**src/hdl/hpt_pkg.sv**
```systemverilog
// Shared package of the homogeneous point transform.
// Holds widths, register codes and the request and pipeline structs; needs nothing else.
package hpt_pkg;

  // Fraction bits of a coordinate.
  localparam int unsigned CoordFrac = 16;
  // Fraction bits of a matrix coefficient.
  localparam int unsigned CoefFrac = 12;
  // Width of a signed coordinate.
  localparam int unsigned CoordW = 32;
  // Width of one coefficient lane.
  localparam int unsigned CoefW = 16;
  // Width of one coordinate by coefficient product.
  localparam int unsigned ProdW = CoordW + CoefW;
  // Accumulator width; sums stay below 2^50 in magnitude.
  localparam int unsigned AccW = 52;
  // Width of an accumulator magnitude.
  localparam int unsigned MagW = AccW - 1;
  // Width of the divider quotient.
  localparam int unsigned QuotW = 32;
  // Numerator bits that feed the quotient steps.
  localparam int unsigned PreShift = QuotW - CoordFrac;
  // Number of quotient steps in the divider.
  localparam int unsigned DivSteps = QuotW;
  // Width of the threshold register.
  localparam int unsigned ThreshW = 17;
  // Width of a matrix row register.
  localparam int unsigned RowW = 64;

  // Configuration register indexes.
  typedef enum logic [2:0] {
    RegRow0   = 3'd0,
    RegRow1   = 3'd1,
    RegRow2   = 3'd2,
    RegRow3   = 3'd3,
    RegThresh = 3'd4
  } cfg_reg_e;

  // Input request.
  typedef struct packed {
    logic [CoordW-1:0] in_x;
    logic [CoordW-1:0] in_y;
    logic [CoordW-1:0] in_z;
  } hpt_in_t;

  // Result request.
  typedef struct packed {
    logic [CoordW-1:0] out_x;
    logic [CoordW-1:0] out_y;
    logic [CoordW-1:0] out_z;
    logic              w_small;
  } hpt_out_t;

  // The four matrix rows.
  typedef logic [3:0][RowW-1:0] hpt_mat_t;

  // Accumulators after the multiply-add stages.
  typedef struct packed {
    logic                       valid;
    logic [3:0][AccW-1:0]       acc;
  } hpt_acc_t;

  // One divider lane.
  typedef struct packed {
    logic [MagW-1:0]  rem;
    logic [QuotW-1:0] quot;
    logic [QuotW-1:0] nbits;
  } hpt_lane_t;

  // One item in the divider pipeline.
  typedef struct packed {
    logic                   valid;
    logic                   w_low;
    logic [MagW-1:0]        den;
    logic [2:0]             neg;
    logic [2:0]             ovf;
    logic [2:0][CoordW-1:0] raw;
    logic [2:0]             [$bits(hpt_lane_t)-1:0] lane;
  } hpt_div_t;

endpackage

```
**src/hdl/hpt_prep.sv**
```systemverilog
// Divider setup stage: magnitudes, signs, small-w test, overflow test and undivided results.
// Uses hpt_pkg.
module hpt_prep import hpt_pkg::*; (
  input  logic               clk_i,
  input  logic               rst_ni,
  input  logic               adv_i,
  input  hpt_acc_t           acc_i,
  input  logic [ThreshW-1:0] thresh_i,
  output hpt_div_t           div_o
);

  hpt_div_t div_d, div_q;

  // Shift right by the coefficient fraction, rounding down, then clamp to 32 bits.
  function automatic logic [CoordW-1:0] sat_raw(logic signed [AccW-1:0] a);
    logic signed [AccW-1:0] sh;
    logic signed [AccW-1:0] hi;
    logic signed [AccW-1:0] lo;
    sh = a >>> CoefFrac;
    hi = $signed({{(AccW-CoordW+1){1'b0}}, {(CoordW-1){1'b1}}});
    lo = $signed({{(AccW-CoordW+1){1'b1}}, {(CoordW-1){1'b0}}});
    if (sh > hi) begin
      sat_raw = hi[CoordW-1:0];
    end else if (sh < lo) begin
      sat_raw = lo[CoordW-1:0];
    end else begin
      sat_raw = sh[CoordW-1:0];
    end
  endfunction

  always_comb begin
    logic signed [AccW-1:0] w;
    logic signed [AccW-1:0] a;
    logic [AccW-1:0]        wabs;
    logic [AccW-1:0]        nabs;
    logic [MagW-1:0]        nmag;
    hpt_lane_t              ln;
    w    = $signed(acc_i.acc[3]);
    wabs = w[AccW-1] ? AccW'(-w) : AccW'(w);
    div_d.valid = acc_i.valid;
    div_d.den   = wabs[MagW-1:0];
    div_d.w_low = (wabs < AccW'({thresh_i, {CoefFrac{1'b0}}})) || (wabs == '0);
    for (int k = 0; k < 3; k++) begin
      a    = $signed(acc_i.acc[k]);
      nabs = a[AccW-1] ? AccW'(-a) : AccW'(a);
      nmag = nabs[MagW-1:0];
      div_d.neg[k] = a[AccW-1] ^ w[AccW-1];
      // The quotient cannot fit 32 bits once the numerator magnitude reaches w times 2^16.
      div_d.ovf[k] = {{PreShift{1'b0}}, nmag} >= {wabs[MagW-1:0], {PreShift{1'b0}}};
      div_d.raw[k] = sat_raw(a);
      ln.rem   = nmag >> PreShift;
      ln.quot  = '0;
      ln.nbits = {nmag[PreShift-1:0], {CoordFrac{1'b0}}};
      div_d.lane[k] = ln;
    end
  end

  always_ff @(posedge clk_i or negedge rst_ni) begin
    if (!rst_ni) begin
      div_q <= '0;
    end else if (adv_i) begin
      div_q <= div_d;
    end
  end

  assign div_o = div_q;

endmodule

```
**config.mk**
```make
export PLATFORM = sky130hd
export DESIGN_NAME = hpt_prep
export DESIGN_NICKNAME = d
export VERILOG_FILES = /design/src/hdl/hpt_pkg.sv /design/src/hdl/hpt_prep.sv
export SDC_FILE = /design/constraint.sdc
export NUM_CORES = 1
export LEC_CHECK = 0
export CAP_MARGIN = 30
export CORE_AREA = 2 2 286 288
export CTS_CLUSTER_SIZE = 14
export DETAILED_ROUTE_END_ITERATION = 16
export DIE_AREA = 0 0 288 290
export DONT_BUFFER_PORTS = 1
export GPL_ROUTABILITY_DRIVEN = 1
export GPL_TIMING_DRIVEN = 0
export HOLD_SLACK_MARGIN = 0.1
export SLEW_MARGIN = 20
export SYNTH_ARGS = -nofsm -noshare
export SYNTH_HDL_FRONTEND = slang
export SYNTH_SLANG_ARGS = --single-unit
export TNS_END_PERCENT = 1
```
**constraint.sdc**
```tcl
create_clock -name clk_i -period 0.8 [get_ports clk_i]
set_input_delay 0.08 -clock clk_i [delete_from_list [all_inputs] [get_ports clk_i]]
set_output_delay 0.08 -clock clk_i [all_outputs]
set_load 0.02 [all_outputs]
```
# After elaboration in Yosys (flattened, before gate mapping)
# Index checks and enable logic that the tools add are counted.
# classes
magnitude_cmp	10
n_addsub	4
n_eq_ne	0
muxes	10
n_mul	0
reduce_logical	2
bitwise	3
n_div	0
shift	0
# ops
operator	count
$ge A51 B67 Y1	3
$mux W32	6
$mux W51	3
$neg A51 Y51	3
$gt A40 B32 Y1 const B	3
$lt A40 B32 Y1 const B	3
$logic_not A52 Y1	1
$lt A52 B29 Y1	1
$mux W52	1
$neg A52 Y52	1
$xor A1 B1 Y1	3
$logic_or A1 B1 Y1	1
# totals
output_inout_bits	500
memories	0
ramBits	0
reg_bits	308
rom_bits	0
inputBits	229
latchBits	0
elab_cells	40

# Logic depth before layout (Yosys ltp)
# logic_depth
ltp_word	4
depth_mapped	19
depth_no_buf	17

# Worst setup path after synthesis
# No wires, ideal clock.
# synth_timing
path_kind	input to register
startpoint	input acc_i[115] (netlist name)
endpoint	register div_q (netlist bit div_o[443])
arrival_ns	4.383
path_buffers	1
path_slack_ns	-3.677
stages	17
cell_sequence	clkbuf_1 -> or4_1 -> or3_1 -> or4_4 -> or3b_1 -> nand2b_1 -> o41a_1 -> xor2_1 -> ha_1 -> and3_1 -> nand3_1 -> or3_1 -> nor3_1 -> nand4_1 -> a2111oi_0 -> o21bai_1 -> a221oi_2
# synth_lines
element	line	text
start: declaration	hpt_prep.sv:7	input hpt_acc_t acc_i,
end signal: assignment	hpt_prep.sv:62	div_q <= div_d;
end: declaration	hpt_prep.sv:12	hpt_div_t div_d, div_q;

==> parameters.txt <==
Parameter                              Value

Route
  Violation count after the first detailed-routing iteration ... 1270
  Mean number of vias per cell ... approximately 5.1
  Pre-antenna DRT Iters ... 5
  WL per Instance ... 27.1 um
  Aggregate routed wire length ... 106000 um
  Vias ... approximately 20000
  Antenna-violating nets left ... 0
  Detailed-route DRC error count ... 0

Clock tree
  CTS tree ... built
  Total clock sinks ... 308
  Worst skew pair latency ... 0.57 ns
  Clock slew seen by the registers of the worst setup and hold paths ... 0.06 ns
  Root Buffer Master ... sky130_fd_sc_hd__clkbuf_16
  # H-tree levels ... 2
  Clock buffer count from CTS ... 40
  Bufs on Longest Clock Path ... 3

Logic synthesis
  Synthesis Warnings ... 0
  Seq cells post-synth ... roughly 310
  Most instantiated flip-flop cell in the synthesis netlist ... sky130_fd_sc_hd__dfrtp_1
  Part of the Yosys area used for sequential elements ... 37.1%
  Largest cells by area after synthesis ... sky130_fd_sc_hd__dfrtp_1, sky130_fd_sc_hd__ha_1, sky130_fd_sc_hd__buf_4
  Post-synthesis average cell area ... between 8 and 9 um2
  Number of synthesized flops with an enable pin ... 0
  Most used standard cell by instance count after synthesis ... sky130_fd_sc_hd__nor2_1
  Share of the synthesized area in the top cell type ... between 30 and 40%
  Post-synthesis cell area ... 20800 um2
  Async set or reset register ratio after synthesis ... 100%
  Library cells used by synthesis ... 72
  Library cell with the largest summed area after synthesis ... sky130_fd_sc_hd__dfrtp_1
  Post-synthesis cell count ... 2366
  Leading post-synthesis cells by instance count ... sky130_fd_sc_hd__nor2_1, sky130_fd_sc_hd__dfrtp_1, sky130_fd_sc_hd__a21oi_1

Hold path
  Path category of the worst min-delay check ... input port to asynchronous set/reset pin

Critical path
  Slowest CP cell ... sky130_fd_sc_hd__or4b_4
  Worst setup path endpoint ... div_o[443]$_DFFE_PN0P_
  Category of the worst setup path launch point ... input port
  Most numerous cell on the critical path ... sky130_fd_sc_hd__or4_4
  Number of cell instances on the worst register-to-register path ... 1
  Maximum fanout along the worst path ... 5
  Critical path, cell by cell ... or4_4 > or4b_4 > or4_4 > or3b_4 > nand2b_4 > o41a_1 > xor2_2 > ha_1 > and3_4 > nand3_4 > or3_4 > nor3_4 > nand4_1 > a2111oi_4 > o21bai_2 > a221oi_2
  Kind of capture point of the worst setup path ... flip-flop
  Setup crit start ... acc_i[118]
  Arr. time, crit path ... approximately 4.6 ns
  Critical R2R Capture ... div_o[322]$_DFFE_PN0P_
  Max incr delay on CP ... 0.53 ns
  Crit path kind ... input port to flip-flop
  Beginning of the worst register-to-register path ... div_o[322]$_DFFE_PN0P_
  Req. time, crit path ... ~1.3 ns
  Reg2Reg Setup Slack ... -0.11 ns

STA
  Final count of pins violating max slew ... 0
  Total negative slack for setup checks ... -318.97 ns
  Final setup violation count ... around 600
  Post-route worst setup slack ... -3.31 ns
  Slew @ Worst Pin ... 1.10 ns
  Hold Vio Cnt, Final ... 404
  Setup repair after global routing missed its margin ... true
  Highest clock rate ... 0.244 GHz
  Hold slack ... -0.795 ns
  Post-route minimum period ... about 4.1 ns
  Relative slew margins ... 26.8%
  Fin crit share ... 513%
  Max Clock Skew ... 0 ns

Placement
  DP Cell Count ... 3641
  Worst slack after detailed placement ... -5.05 ns
  Input/output buffers ... 0
  Post-placement cell area ... 23500 um2
  Dpl hpwl ... 77800 um
  Routability Congestion ... 0.879

Floorplanning
  Core area ... approximately 80000 um2
  Horizontal die dimension ... 288 um
  Initial core utilization ... 25.9%
  Boundary Pins ... between 700 and 800
  Site Rows ... between 100 and 150
  Die span in y ... 290 um
  Die Outline Area ... 83500 um2

Global routing
  Largest net degree at the start of global routing ... 309
  Final global-route overflow total ... 0
  Overall fraction of global-route tracks in use ... 23.9%
  Antenna violations before repair ... 3
  Global-route wire length before repair ... about 140000 um
  Number of global-route vias before repair ... 18900

Cells and area
  Filler cell count in the final layout ... slightly below 8000
  Nets@finish ... 3167
  Share of cells above drive strength 1 ... between 30% and 40%
  Non-Filler Instances ... 3908
  Syn-to-layout area delta ... 42.7%
  Largest register FFs ... a little over 300
  Final design area excluding fillers ... 29600 um2

Power
  Leakage ... 12.3 nW
  Internal power contribution ... 35.7 mW
  Total power per unit cell area ... 1880 nW/um2
  Combinational share of power ... around a quarter
  Switching Fraction ... 35.9%
  Sequential Power Share ... 39.9%
  Portion of total power attributed to the clock network ... a little over a third
  Peak supply drop ... 0.00156 V
  Sw power ... 20.0 mW

Outcome
  Outcome ... finished, violations left
  Violations in the final reports ... negative hold slack, negative setup slack

Run
  Number of max-cap violations ... 0
cell families (layout without fill, tap and decap cells):
logic type	after synthesis	after routing	share of synthesized area [%]
simple gates	795	795	17.7
mux	77	77	4.15
buf+inv	356	645	9.99
compound gates	508	508	15.2
flops	308	308	37.1
xor+xnor	199	199	8.40
other cells	1	194	0.0181
fa+ha+maj	122	122	7.35
per-layer routing:
layer	up-vias	wire length (um)	track usage, %	part of all wire [%]
li1	8823	-	-	-
met5	-	27	0	0.025
met4	4	4730	8.25	4.5
met2	1108	50000	40.1	47
met1	9815	41400	29.4	39
met3	257	9730	6.49	9.2
critical path, delay by kind of cell:
| kind | cells | cell delay [ns] |
|---|---|---|
| AOI/OAI and AO/OA | 4 | 0.93 |
| adders and majority gates | 1 | 0.32 |
| xor gates and xnor gates | 1 | 0.20 |
| and+or+nand+nor | 10 | 3.04 |
worst min path at each step:
stage            from                     end
2_1_floorplan  rst_ni  div_o[131]$_DFFE_PN0P_
3_3_place_gp   rst_ni  div_o[400]$_DFFE_PN0P_
3_5_place_dp   rst_ni  div_o[400]$_DFFE_PN0P_
4_1_cts        rst_ni  div_o[448]$_DFFE_PN0P_
5_1_grt        rst_ni  div_o[400]$_DFFE_PN0P_
6_report       rst_ni  div_o[400]$_DFFE_PN0P_
power groups by stage:
stage	Combinational, mW	Clock (mW)	Sequential (mW)
finish	13.3	20.1	22.2
global route	14.5	21.2	22.4
CTS	12.5	20.7	22.0
detailed placement	10.6	0	22.1
global placement	10.0	0	22.1
floorplan	7.34	0	20.9
what timing repair did:
| item | 4_1_cts | 5_1_grt |
|---|---|---|
| endpoints found under the hold margin | 606 | 473 |
| hold buffers | 108 | 15 |
| resized for setup | 519 | 375 |
| pin swaps | 87 | 110 |
| buffers inserted | 44 | 28 |
| setup endpoints to repair | 616 | 611 |
stage by stage:
stage | util, % | hold WS (ns) | total power [mW]
2_1_floorplan | - | -0.216 | 28.3
3_3_place_gp | 28.6 | -0.209 | 32.1
3_5_place_dp | 29.3 | -0.211 | 32.7
4_1_cts | 35.2 | -0.836 | 55.2
5_1_grt | 37.0 | -0.827 | 58.1
6_report | 37.0 | -0.795 | 55.7
placed cells by master (no fill, tap or decap), types with 13 or more instances in the layout:
| cell | instances |
|---|---|
| sky130_fd_sc_hd__xor2_1 | 53 |
| sky130_fd_sc_hd__nand2_1 | 156 |
| sky130_fd_sc_hd__clkbuf_1 | 51 |
| sky130_fd_sc_hd__o41ai_2 | 23 |
| sky130_fd_sc_hd__buf_6 | 33 |
| sky130_fd_sc_hd__o31ai_1 | 22 |
| sky130_fd_sc_hd__clkbuf_2 | 15 |
| sky130_fd_sc_hd__buf_8 | 28 |
| sky130_fd_sc_hd__ha_1 | 114 |
| sky130_fd_sc_hd__clkbuf_8 | 17 |
| sky130_fd_sc_hd__a21oi_1 | 222 |
| sky130_fd_sc_hd__clkbuf_16 | 47 |
| sky130_fd_sc_hd__dfrtp_2 | 307 |
| sky130_fd_sc_hd__inv_1 | 43 |
| sky130_fd_sc_hd__xnor2_2 | 44 |
| sky130_fd_sc_hd__dlygate4sd3_1 | 104 |
| sky130_fd_sc_hd__xor2_2 | 25 |
| sky130_fd_sc_hd__or4_4 | 23 |
| sky130_fd_sc_hd__o31ai_2 | 18 |
| sky130_fd_sc_hd__a21o_1 | 28 |
| sky130_fd_sc_hd__or3_1 | 15 |
| sky130_fd_sc_hd__dlymetal6s4s_1 | 14 |
| sky130_fd_sc_hd__nor3_1 | 14 |
| sky130_fd_sc_hd__mux2_2 | 70 |
| sky130_fd_sc_hd__nand3_1 | 15 |
| sky130_fd_sc_hd__xnor2_1 | 65 |
| sky130_fd_sc_hd__o21ai_1 | 22 |
| sky130_fd_sc_hd__nand4_1 | 45 |
| sky130_fd_sc_hd__nor2_1 | 358 |
| sky130_fd_sc_hd__o21ai_2 | 22 |
| sky130_fd_sc_hd__o21ai_0 | 34 |
| sky130_fd_sc_hd__or3_4 | 13 |
| sky130_fd_sc_hd__nand2b_1 | 14 |
| sky130_fd_sc_hd__buf_4 | 238 |
| sky130_fd_sc_hd__conb_1 | 192 |
layout make-up:
cell class                      instances  area [um2]  area share, %
Multi-Input combinational cell       1893       14000           47.1
Sequential cell                       308        8090           27.3
Buffer                                306        2340           7.90
Timing Repair Buffer                  217        2280           7.68
Tap cell                             1060        1330           4.48
Clock buffer                           53        1160           3.92
Clock inverter                         19         278          0.937
Inverter                               50         193          0.650
Antenna cell                            2        5.00         0.0169
(Power assumes the default switching activity.)
